`src/hw/rtl/atrs_pkg.sv`:
```
package atrs_pkg;

    // Price and result formats
    localparam int PRICE_BITS = 32;
    localparam int FRAC_W     = 8;
    localparam int AVG_W      = 40;

    // Window configuration
    localparam int          MAX_WINDOW_DEF = 256;
    localparam int          CFG_W          = 9;
    localparam logic [8:0]  WINDOW_RESET   = 9'd14;

    // Configuration port
    localparam int          PADDR_W           = 3;
    localparam int          PDATA_W           = 32;
    localparam logic [0:0]  REG_WINDOW_LENGTH = 1'b0;

    // Derived defaults for the divider
    localparam int WIN_W_DEF = $clog2(MAX_WINDOW_DEF + 1);
    localparam int SUM_W_DEF = PRICE_BITS + $clog2(MAX_WINDOW_DEF);
    localparam int QUO_W_DEF = SUM_W_DEF + FRAC_W;

    typedef struct packed {
        logic [PRICE_BITS-1:0] bar_high;
        logic [PRICE_BITS-1:0] bar_low;
        logic [PRICE_BITS-1:0] bar_close;
    } t_bar_in;

    typedef struct packed {
        logic [PRICE_BITS-1:0] range_ticks;
        logic [AVG_W-1:0]      average_range;
        logic                  average_valid;
    } t_bar_out;

    typedef enum logic [2:0] {
        ST_IDLE,
        ST_DIFF,
        ST_MAX,
        ST_SUM,
        ST_DIV,
        ST_DONE
    } t_state;

endpackage

```
`src/hw/rtl/atrs_div.sv`:
```
module atrs_div #(
    parameter int DVD_W = atrs_pkg::QUO_W_DEF,
    parameter int DVS_W = atrs_pkg::WIN_W_DEF
) (
    input  logic             i_clk,
    input  logic             i_rst_n,
    input  logic             i_start,
    input  logic [DVD_W-1:0] i_dividend,
    input  logic [DVS_W-1:0] i_divisor,
    output logic             o_busy,
    output logic             o_done,
    output logic [DVD_W-1:0] o_quotient
);

    localparam int CNT_W = $clog2(DVD_W + 1);

    logic             r_busy;
    logic             r_done;
    logic [CNT_W-1:0] r_cnt;
    logic [DVS_W-1:0] r_rem;
    logic [DVD_W-1:0] r_quo;
    logic [DVS_W-1:0] r_dvs;

    logic [DVS_W:0]   rem_sh;
    logic [DVS_W:0]   rem_sub;
    logic             fits;

    // One restoring step: shift in the next dividend bit, subtract if it fits
    always_comb begin
        rem_sh  = {r_rem, r_quo[DVD_W-1]};
        rem_sub = rem_sh - {1'b0, r_dvs};
        fits    = (rem_sh >= {1'b0, r_dvs});
    end

    always_ff @(posedge i_clk) begin
        if (!i_rst_n) begin
            r_busy <= 1'b0;
            r_done <= 1'b0;
            r_cnt  <= '0;
        end else begin
            r_done <= 1'b0;
            if (i_start) begin
                r_busy <= 1'b1;
                r_cnt  <= CNT_W'(DVD_W);
            end else if (r_busy) begin
                r_cnt <= r_cnt - CNT_W'(1);
                if (r_cnt == CNT_W'(1)) begin
                    r_busy <= 1'b0;
                    r_done <= 1'b1;
                end
            end
        end
    end

    always_ff @(posedge i_clk) begin
        if (i_start) begin
            r_rem <= '0;
            r_quo <= i_dividend;
            r_dvs <= i_divisor;
        end else if (r_busy) begin
            r_rem <= fits ? rem_sub[DVS_W-1:0] : rem_sh[DVS_W-1:0];
            r_quo <= {r_quo[DVD_W-2:0], fits};
        end
    end

    assign o_busy     = r_busy;
    assign o_done     = r_done;
    assign o_quotient = r_quo;

endmodule

```
`config.mk`:
```
export PLATFORM = sky130hd
export DESIGN_NAME = atrs_div
export DESIGN_NICKNAME = d
export VERILOG_FILES = /design/src/hw/rtl/atrs_pkg.sv /design/src/hw/rtl/atrs_div.sv
export SDC_FILE = /design/constraint.sdc
export NUM_CORES = 1
export LEC_CHECK = 0
export BUFFER_PORTS_ARGS = -buffer_cell sky130_fd_sc_hd__buf_2
export CORE_ASPECT_RATIO = 0.6
export CORE_UTILIZATION = 57
export CTS_BUF_LIST = sky130_fd_sc_hd__clkbuf_2
export DETAILED_ROUTE_END_ITERATION = 8
export PLACE_DENSITY_LB_ADDON = 0.2
export SYNTH_ARGS = -nofsm -noshare
export SYNTH_HDL_FRONTEND = slang
export SYNTH_SLANG_ARGS = --single-unit
```
`constraint.sdc`:
```
create_clock -name i_clk -period 4.1 [get_ports i_clk]
set_clock_uncertainty 0.05 [all_clocks]
set_input_delay 1.025 -clock i_clk [delete_from_list [all_inputs] [get_ports i_clk]]
set_output_delay 1.025 -clock i_clk [all_outputs]
set_load 0.01 [all_outputs]
```
Word level (Yosys, flattened, before mapping) --
Cells that the tools add are included.
Word-level totals: input port bits 60, word-level logic and storage cells 25, output and inout port bits 50, register bits 74
Operators by class: equal/unequal tests 1, bitwise operators 2, add/sub/neg operators 2, order comparisons 1, mux-type cells 9, reductions and logical operators 3
Operators by type and width (count):
- 2-to-1 mux 48 bit | 2
- 2-to-1 mux 6 bit | 2
- >= comparator 10 x 9 -> 1 bit | 1
- 2-to-1 mux 9 bit | 1
- subtractor 9 bit | 1
- == test 6 x 1 -> 1 bit (second input constant) | 1
- subtractor 6 x 1 -> 6 bit (second input constant) | 1
- 2-to-1 mux 1 bit | 4
- OR reduction 3 bit | 1
- inverter 1 bit | 2
- nonzero test 2 bit | 1
- OR reduction 2 bit | 1

Longest topological paths before layout --
Gate-level depths: netlist (run 1).
word-level depth 4, gate-level depth with buffers 9, mapped depth without buffers 9

Least setup slack after synthesis (run 1) --
No wires, ideal clock.
path type input to register, start point input i_start, end point register r_quo[0] (netlist: o_quotient[0]) (enable), library setup time 0.384 ns, required time 3.666 ns, cell stages on the path 3, path buffers 2, setup slack 1.388 ns, arrival 2.278 ns, path through clkbuf_1 > clkbuf_1 > or2_2
Between the ends: longest elaborated chain between the ends 1
Ends and longest elaborated chain:
- start: declaration | line atrs_div.sv:7 | input logic i_start,
- nonzero test 2 bit (no line)
- end signal: assignment | line atrs_div.sv:58 | r_quo <= i_dividend;
- end signal: assignment | line atrs_div.sv:62 | r_quo <= {r_quo[DVD_W-2:0], fits};
- end: declaration | line atrs_div.sv:21 | logic [DVD_W-1:0] r_quo;
No other way between the ends. A chain may end at the register's enable or synchronous reset.

Final worst setup path (run 1) --
start point register r_quo[47] (netlist: o_quotient[47]), end point register r_rem[8]
Between the ends: longest elaborated chain between the ends 2, elaborated cells on any way between the ends 3, classes of those cells add/sub (1); order compare (1); mux (1)
Ends and longest elaborated chain:
- subtractor 9 bit or >= comparator 10 x 9 -> 1 bit (tied branches) | line atrs_div.sv:31, atrs_div.sv:32
- 2-to-1 mux 9 bit * | line atrs_div.sv:61 | r_rem <= fits ? rem_sub[DVS_W-1:0] : rem_sh[DVS_W-1:0];
- end signal: assignment | line atrs_div.sv:61
- end: declaration | line atrs_div.sv:20 | logic [DVS_W-1:0] r_rem;
Every way passes the cells marked *; elsewhere a longest branch is shown, timed or not.

==> results of run 1 <==
==> layer usage <==
layer / routed length [µm] / global-route usage / vias up
met2: 2961 / 0.3171 / 90
met3: 658 / 0.1051 / 7
met4: 55 / 0.07042 / 0
li1: - / - / 1196
met5: 0 / 0 / -
met1: 3458 / 0.3493 / 1148
==> state kept, by name, summed over array words and instances, names as in the netlist <==
signal,count
r_dvs,9
r_rem,9
o_done,1
o_quotient,48
r_cnt,6
o_busy,1
==> worst register-to-register path, stage by stage (launching register included) <==
cell and delay (ns):
edfxtp_1 0.47, inv_1 0.09, ha_1 0.15, inv_1 0.05, fa_1 0.41, a211oi_2 0.30
o31a_1 0.34, o211a_2 0.33, a21oi_1 0.10, a211oi_1 0.27
==> how the worst min path moves through the flow <==
stage | slack (ns) | to | start
3_5_place_dp | 0.43 | r_rem[2]$_SDFFE_PP0P_ | r_rem[2]$_SDFFE_PP0P_
6_report | 0.46 | r_rem[2]$_SDFFE_PP0P_ | r_rem[2]$_SDFFE_PP0P_
4_1_cts | 0.45 | r_rem[2]$_SDFFE_PP0P_ | r_rem[2]$_SDFFE_PP0P_
2_1_floorplan | 0.41 | r_rem[2]$_SDFFE_PP0P_ | r_rem[2]$_SDFFE_PP0P_
3_3_place_gp | 0.43 | r_rem[2]$_SDFFE_PP0P_ | r_rem[2]$_SDFFE_PP0P_
5_1_grt | 0.49 | r_cnt[1]$_SDFFE_PP0P_ | r_cnt[1]$_SDFFE_PP0P_
==> power breakdown <==
group	switching, mW	internal, mW
sequential	0.0410	0.896
combinational	0.200	0.178
clock	0.252	0.205
total	0.493	1.28
==> through the flow <==
stage               setup slack (ns)    util  area, µm²  hold WS (ns)  power (mW)
floorplan                      1.388       -       3517        0.4078       1.196
global placement               1.574  0.7215       4151        0.4282       1.316
detailed placement             1.520  0.7215       4151        0.4305       1.328
CTS                            1.498  0.7449       4287        0.4550       1.780
global route                   1.277  0.7449       4287        0.4905       1.866
finish                         1.497  0.7454       4289        0.4580       1.772
==> layout make-up <==
cell class / instances / area (µm²) / area share
Antenna cell: 1 / 2.502 / 0.0005834
Clock buffer: 11 / 55.05 / 0.01284
Clock inverter: 5 / 80.08 / 0.01867
Inverter: 15 / 56.30 / 0.01313
Multi-Input combinational cell: 159 / 1375 / 0.3206
Sequential cell: 74 / 2052 / 0.4784
Tap cell: 80 / 100.1 / 0.02334
Timing Repair Buffer: 112 / 568.0 / 0.1324
==> cells by family after synthesis <==
logic type | after synthesis | share of synthesized area
compound gates | 35 | 0.07684
xor+xnor | 9 | 0.02241
fa+ha+maj | 12 | 0.04482
buf+inv | 24 | 0.02561
flops | 74 | 0.5834
mux | 55 | 0.1740
simple gates | 48 | 0.07293
==> cell usage after synthesis <==
library cell,n,area [µm²]
dfxtp_1,17,340.3
a211oi_1,7,52.55
clkbuf_1,9,33.78
o31a_1,1,8.760
nor2b_1,1,6.260
nand2_2,1,6.260
xor2_1,4,35.03
and3_1,1,6.260
nand3_1,5,25.02
mux2i_1,6,60.06
a21o_1,1,7.510
nor4_1,2,12.51
nand4b_4,1,23.77
xnor2_1,5,43.79
nand4b_1,1,8.760
mux2_2,49,551.8
o31ai_1,2,15.01
a211oi_2,2,25.02
a311oi_1,2,17.52
nand2_1,6,22.52
ha_1,11,137.6
inv_1,15,56.30
and2_1,1,6.260
o21ai_0,1,5.000
nor3b_1,1,7.510
nand2b_1,3,18.77
nor2_1,18,67.56
o211a_2,1,10.01
nor3_1,4,20.02
nand3b_1,1,7.510
o21a_1,2,15.01
edfxtp_1,57,1712
a31oi_1,1,6.260
o211ai_1,2,15.01
o2111ai_1,1,8.760
or3_4,1,11.26
a21oi_1,9,45.04
a211o_1,1,8.760
o211ai_4,1,21.27
a31o_1,1,8.760
or2_2,1,6.260
fa_1,1,20.02
==> flow_summary.ini, run 1 <==
[detailed_routing]
vias = 2441
drt_iter0_drc = 113
firstDrtPassIters = 4
drc = 0
avgViaCountPerCell = 5.341
drt_wl_total_mm = 7.134
ant_nets = 0
post_drt_wl_per_cell_um = 15.61

[critical_path]
crit_type = flip-flop to flip-flop
critPathTopFamily = compound AO/OA/AOI/OAI gates
cp.required_ns = 4.47
cp_slowest_cell = edfxtp_1
slowest_delay_ns = 0.47
crit_chain = inv_1, ha_1, inv_1, fa_1, a211oi_2, o31a_1, o211a_2, a21oi_1, a211oi_1
cpMostUsedCell = inv_1
crit_arrival_ns = 2.98
cp.depth = 9
reg2reg_slack_ns = 1.50
critPathLaunch = o_quotient[47]$_DFFE_PP_
crit_buf_inv = 2
cp-endpoint = r_rem[8]$_SDFFE_PP0P_
cp-start-kind = flip-flop
end_kind = flip-flop
reg2regPathDepth = 9
rr_startpoint = o_quotient[47]$_DFFE_PP_
reg2reg_to = r_rem[8]$_SDFFE_PP0P_
critPathMaxFanout = 6

[clocking]
clockBufferDepth = 2
insertion_delay_ns = 0.52
cts_num_sinks = 74
cts_tree = done
postCtsHoldBufs = 0
cts-buffers-inserted = 9
cts_root_buf = clkbuf_2
post_cts_resized = 0
post_cts_buffers = 0
htree_levels = 3
cts.clk_slew.worst_paths_ns = 0.20

[sta]
period_needed_ns = 2.603
setup_tns_ns = 0
drv_slew = 0
finalCritPeriodShare = 0.6348
setup_viol = 0
rsz0062_at_grt = false
worst_slew_pin_slew_ns = 0.8592
relSlewSlack = 0.4272
fmax_ghz = 0.3842
hold_viol = 0

[status]
outcome = finished clean

[global_routing]
grt_pass1_vias = 2307
grt_util_all_layers = 0.2387
antenna_found_initial = 0
grt_max_degree = 71
grt_pass1_wl_mm = 11.32
grt-ovfl-total = 0

[final_layout]
syn_to_final_growth_pct = 21.95
drive_above_1_share = 0.4920
final_cells = 457
nFillCells = 399
nNetsFinal = 443
layout_common_cells = buf_2, edfxtp_1, mux2_2, nor2_1, dfxtp_1
layout_commonest_cell = buf_2

[power_and_ir_drop]
powerDensity_nw_per_um2 = 413.1
p_leak_nw = 1.806
vdd_drop_max_mv = 0.2424

[floorplan]
ioPinCount = 110
die_h_um = 62.85
rows = 21
start_util = 0.6112
core_area_um2 = 5754
die_w_um = 103.4
dieArea_um2 = 6499

[place]
place.gp.congestion = 0.8398
place_inst = 440
io_buffers = 109
dp_hpwl_mm = 5.085

[logic_synthesis]
synth_cell_types = 42
syn_nets = 329
ys_ff_latch = 74
ys_seq_area_frac = 0.5834
syn_inst = 257
synth_area_um2 = 3517
synth.avg_cell_area_um2 = 13.69
yosysWarningCount = 0

[flow_run]
drv_cap = 0

[min_path]
hold-path-cell-count = 2
hold_path_class = flip-flop to flip-flop
Note: power is estimated with default switching activity, not from simulation.
==> run 2, diff against run 1 <==
--- a/config.mk
+++ b/config.mk
@@ -7,7 +7,7 @@
 export LEC_CHECK = 0
 export BUFFER_PORTS_ARGS = -buffer_cell sky130_fd_sc_hd__buf_2
 export CORE_ASPECT_RATIO = 0.6
-export CORE_UTILIZATION = 57
+export CORE_UTILIZATION = 53
 export CTS_BUF_LIST = sky130_fd_sc_hd__clkbuf_2
 export DETAILED_ROUTE_END_ITERATION = 8
 export PLACE_DENSITY_LB_ADDON = 0.2
==> constraint.sdc (replaced) <==
create_clock -name i_clk -period 2.6 [get_ports i_clk]
set_clock_uncertainty 0.05 [all_clocks]
set_input_delay 0.65 -clock i_clk [delete_from_list [all_inputs] [get_ports i_clk]]
set_output_delay 0.65 -clock i_clk [all_outputs]
set_load 0.01 [all_outputs]
==> flow_summary.ini, run 2 (synthesis gave the netlist of run 1 again) <==
[clocking]
htree_levels = 3
clockBufferDepth = 2
post_cts_buffers = 0
insertion_delay_ns = 0.51
cts-buffers-inserted = 9
cts_num_sinks = 74
cts.clk_slew.worst_paths_ns = 0.21
postCtsHoldBufs = 0
post_cts_resized = 0
cts_tree = done
cts_root_buf = clkbuf_2

[detailed_routing]
top_layer = met4
drt_wl_total_mm = 7.161
drt_iter0_drc = 75
wl_met1_mm = 3.362
met3_length_um = 625
vias = 2455
route.met2.wl_mm = 3.105
avgViaCountPerCell = 5.291
drc = 0
post_drt_wl_per_cell_um = 15.43
ant_nets = 0
firstDrtPassIters = 4

[power_and_ir_drop]
p_leak_nw = 1.831
combPwrFrac = 0.217
power.internal_mw = 2.019
powerDensity_nw_per_um2 = 647.1
vdd_drop_max_mv = 0.3544
switching_power_mw = 0.7877
power_mw = 2.807
clock_power_share = 0.258
pwr-share-seq = 0.525
swShare = 0.2806

[status]
outcome = finished clean

[floorplan]
core_area_um2 = 6248
ioPinCount = 110
start_util = 0.5629
die_w_um = 107.2
dieArea_um2 = 6976
die_h_um = 65.10
rows = 22

[sta]
whs_ns = 0.2493
period_needed_ns = 2.497
hold_viol = 0
relSlewSlack = 0.7127
drv_slew = 0
setup_tns_ns = 0
rsz0062_at_grt = false
worst_slew_pin_slew_ns = 0.4270
layout_setup_ws_ns = 0.1031
setup_viol = 0
fmax_ghz = 0.4005
finalCritPeriodShare = 0.9604

[global_routing]
grt-ovfl-total = 0
grt_max_degree = 41
grt_pass1_wl_mm = 11.05
grt_pass1_vias = 2279
antenna_found_initial = 0
grt_util_all_layers = 0.2171

[critical_path]
crit_type = flip-flop to flip-flop
crit_arrival_ns = 2.87
cp.required_ns = 2.98
end_kind = flip-flop
critPathMaxFanout = 6
cp-start-kind = flip-flop

[place]
dp_hpwl_mm = 5.355
place_area_um2 = 4199
place.gp.congestion = 0.8834
place_inst = 448
dp_slack_ns = 0.1744
io_buffers = 109

[final_layout]
final_cells = 464
syn_to_final_growth_pct = 23.34
nNetsFinal = 447
fin_area_um2 = 4338
layout_commonest_cell = buf_2
layout_common_cells = buf_2, edfxtp_1, mux2_2, nor2_1, dfxtp_1
num_antenna_cells = 0
nFillCells = 472
largest_register_ffs = 48
drive_above_1_share = 0.4947
fin_util = 0.6942

[flow_run]
drv_cap = 0

[min_path]
hold_path_class = input port to flip-flop
-- run 2: cell types whose count changed in the layout (fill, tap and decap cells not counted), sizes merged --
cell      previous run  this run
clkbuf              11         9
clkinvlp             2         1
buf                112       116
clkinv               1         4
diode                1         0
-- run 2: per-layer routing --
metal	vias to the layer above	track usage
met3	8	0.09226
met4	0	0.05993
met2	93	0.3161
met1	1153	0.2974
li1	1201	-
met5	-	0
-- run 2: final timing paths --
path	startpoint	slack, ns	depth (start not counted)	end
setup / recovery	o_quotient[47]$_DFFE_PP_	0.10	9	r_rem[7]$_SDFFE_PP0P_
hold / removal	i_divisor[4]	0.25	1	r_dvs[4]$_DFFE_PP_
setup reg to reg	o_quotient[47]$_DFFE_PP_	0.10	9	r_rem[7]$_SDFFE_PP0P_
hold reg to reg	r_rem[2]$_SDFFE_PP0P_	0.45	2	r_rem[2]$_SDFFE_PP0P_
-- run 2: cell type report --
type | instances | area [µm²] | area share
inverter | 15 | 56.30 | 0.01298
sequential | 74 | 2052 | 0.4730
clock buffer | 9 | 45.04 | 0.01038
timing repair buffer | 116 | 610.6 | 0.1408
clock inverter | 7 | 93.84 | 0.02163
multi-input combinational | 159 | 1375 | 0.3170
tap | 84 | 105.1 | 0.02423
-- run 2: power groups by stage --
stage,registers (mW),logic [mW],clock network (mW)
6_report,1.47,0.609,0.724
3_5_place_dp,1.50,0.607,0
5_1_grt,1.49,0.664,0.804
4_1_cts,1.48,0.612,0.746
2_1_floorplan,1.53,0.353,0
3_3_place_gp,1.50,0.596,0
-- run 2: critical path: stages, from the launching register on --
cell and delay [ns]:
edfxtp_1 0.45, inv_1 0.09, ha_1 0.16, inv_1 0.05, fa_1 0.41, a211oi_2 0.24
o31a_1 0.31, o211a_2 0.31, nand2_1 0.08, a311oi_1 0.25
==> run 3, diff against run 2 <==
--- a/config.mk
+++ b/config.mk
@@ -7,7 +7,7 @@
 export LEC_CHECK = 0
 export BUFFER_PORTS_ARGS = -buffer_cell sky130_fd_sc_hd__buf_2
 export CORE_ASPECT_RATIO = 0.6
-export CORE_UTILIZATION = 53
+export CORE_UTILIZATION = 48
 export CTS_BUF_LIST = sky130_fd_sc_hd__clkbuf_2
 export DETAILED_ROUTE_END_ITERATION = 8
 export PLACE_DENSITY_LB_ADDON = 0.2
==> constraint.sdc (replaced) <==
create_clock -name i_clk -period 2.2 [get_ports i_clk]
set_clock_uncertainty 0.05 [all_clocks]
set_input_delay 0.55 -clock i_clk [delete_from_list [all_inputs] [get_ports i_clk]]
set_output_delay 0.55 -clock i_clk [all_outputs]
set_load 0.01 [all_outputs]
==> flow_summary.ini, run 3 (synthesis gave the netlist of run 1 again) <==
[status]
outcome = complete, but fails checks
violations = setup timing

[sta]
drv_slew = 0
worst_slew_pin_slew_ns = 0.6724
setup_viol = 10
rsz0062_at_grt = true
hold_viol = 0
period_needed_ns = 2.373
layout_setup_ws_ns = -0.1727
finalCritPeriodShare = 1.079
fmax_ghz = 0.4215
relSlewSlack = 0.5517
whs_ns = 0.1488

[detailed_routing]
drt_wl_total_mm = 7.711
drt_iter0_drc = 110
ant_nets = 0
avgViaCountPerCell = 5.186
vias = 2505
post_drt_wl_per_cell_um = 15.96
drc = 0
firstDrtPassIters = 4

[critical_path]
crit_arrival_ns = 2.59
cp.required_ns = 2.42
crit_buf_inv = 2
crit_type = flip-flop to flip-flop
critPathMaxFanout = 7
critPathTopFamily = compound AO/OA/AOI/OAI gates
end_kind = flip-flop
cp-start-kind = flip-flop
cp_slowest_cell = edfxtp_1
slowest_delay_ns = 0.43
crit_chain = inv_1, ha_2, inv_2, fa_2, a211oi_2, o31a_1, o211ai_4, mux2_4

[clocking]
htree_levels = 3
insertion_delay_ns = 0.51
cts_root_buf = clkbuf_2
cts_tree = done
cts_num_sinks = 74
cts.clk_slew.worst_paths_ns = 0.19
clockBufferDepth = 2
cts-buffers-inserted = 9

[final_layout]
nNetsFinal = 463
fin_area_um2 = 4451
nFillCells = 559
largest_register_ffs = 48
layout_commonest_cell = buf_2
layout_common_cells = buf_2, edfxtp_1, mux2_2, buf_4, nor2_1
num_antenna_cells = 0
drive_above_1_share = 0.5404
fin_util = 0.6471
syn_to_final_growth_pct = 26.54

[power_and_ir_drop]
power_mw = 3.173
powerDensity_nw_per_um2 = 712.9
vdd_drop_max_mv = 0.3761
p_leak_nw = 1.899

[floorplan]
dieArea_um2 = 7685
core_area_um2 = 6878
rows = 23
ioPinCount = 110
die_h_um = 68.31
start_util = 0.5114
die_w_um = 112.5

[min_path]
hold_path_class = input port to flip-flop

[global_routing]
grt-ovfl-total = 0
grt_pass1_vias = 2421
antenna_found_initial = 0
grt_max_degree = 49
grt_pass1_wl_mm = 12.22
grt_util_all_layers = 0.2174

[place]
place_area_um2 = 4293
place.gp.congestion = 0.8513
io_buffers = 109
dp_hpwl_mm = 5.614
dp_slack_ns = -0.1091

[flow_run]
drv_cap = 0
run 3: final timing paths:
kind | from | endpoint | slack, ns | cells past startpoint
max | o_quotient[47]$_DFFE_PP_ | o_quotient[0]$_DFFE_PP_ | -0.17 | 8
min | i_divisor[4] | r_dvs[4]$_DFFE_PP_ | 0.15 | 1
max reg2reg | o_quotient[47]$_DFFE_PP_ | o_quotient[0]$_DFFE_PP_ | -0.17 | 8
min reg2reg | r_rem[2]$_SDFFE_PP0P_ | r_rem[2]$_SDFFE_PP0P_ | 0.47 | 2
run 3: worst reg2reg max path, cell delays in order, from the launching register on:
cell      delay (ns)
edfxtp_1        0.43
inv_1           0.08
ha_2            0.19
inv_2           0.04
fa_2            0.34
a211oi_2        0.23
o31a_1          0.31
o211ai_4        0.18
mux2_4          0.30
run 3: timing repair:
action	4_1_cts	5_1_grt
resized for setup	7	5
cloned	0	0
hold buffers	0	0
setup buffers	1	2
endpoints found under the setup margin	10	10
endpoints found under the hold margin	0	0
pin swaps	7	5
run 3: layer usage:
layer  wire (µm)  up-vias  track usage
li1            -     1233            -
met1        3655     1171       0.2851
met3         506       11      0.07086
met2        3471       90       0.3463
met5           0        -            0
met4          78        0      0.07167
run 3: power breakdown:
group	switching, mW	internal [mW]
registers	0.0743	1.67
logic	0.406	0.405
clock network	0.457	0.163
run 3: metrics by stage:
| stage | instances | setup TNS (ns) |
|---|---|---|
| after floorplan | 257 | -0.7710 |
| after global placement | 464 | -0.05530 |
| after detailed placement | 464 | -0.5735 |
| after CTS | 481 | -0.3877 |
| after global routing | 483 | -1.951 |
| final | 483 | -0.8063 |
run 3: area by class of cell:
cell class	instances	area, µm²	area share
Sequential cell	74	2052	0.4611
Multi-Input combinational cell	159	1430	0.3213
Timing Repair Buffer	132	721.9	0.1622
Tap cell	87	108.9	0.02446
Clock buffer	13	65.06	0.01462
Inverter	15	56.30	0.01265
Clock inverter	3	16.27	0.003655
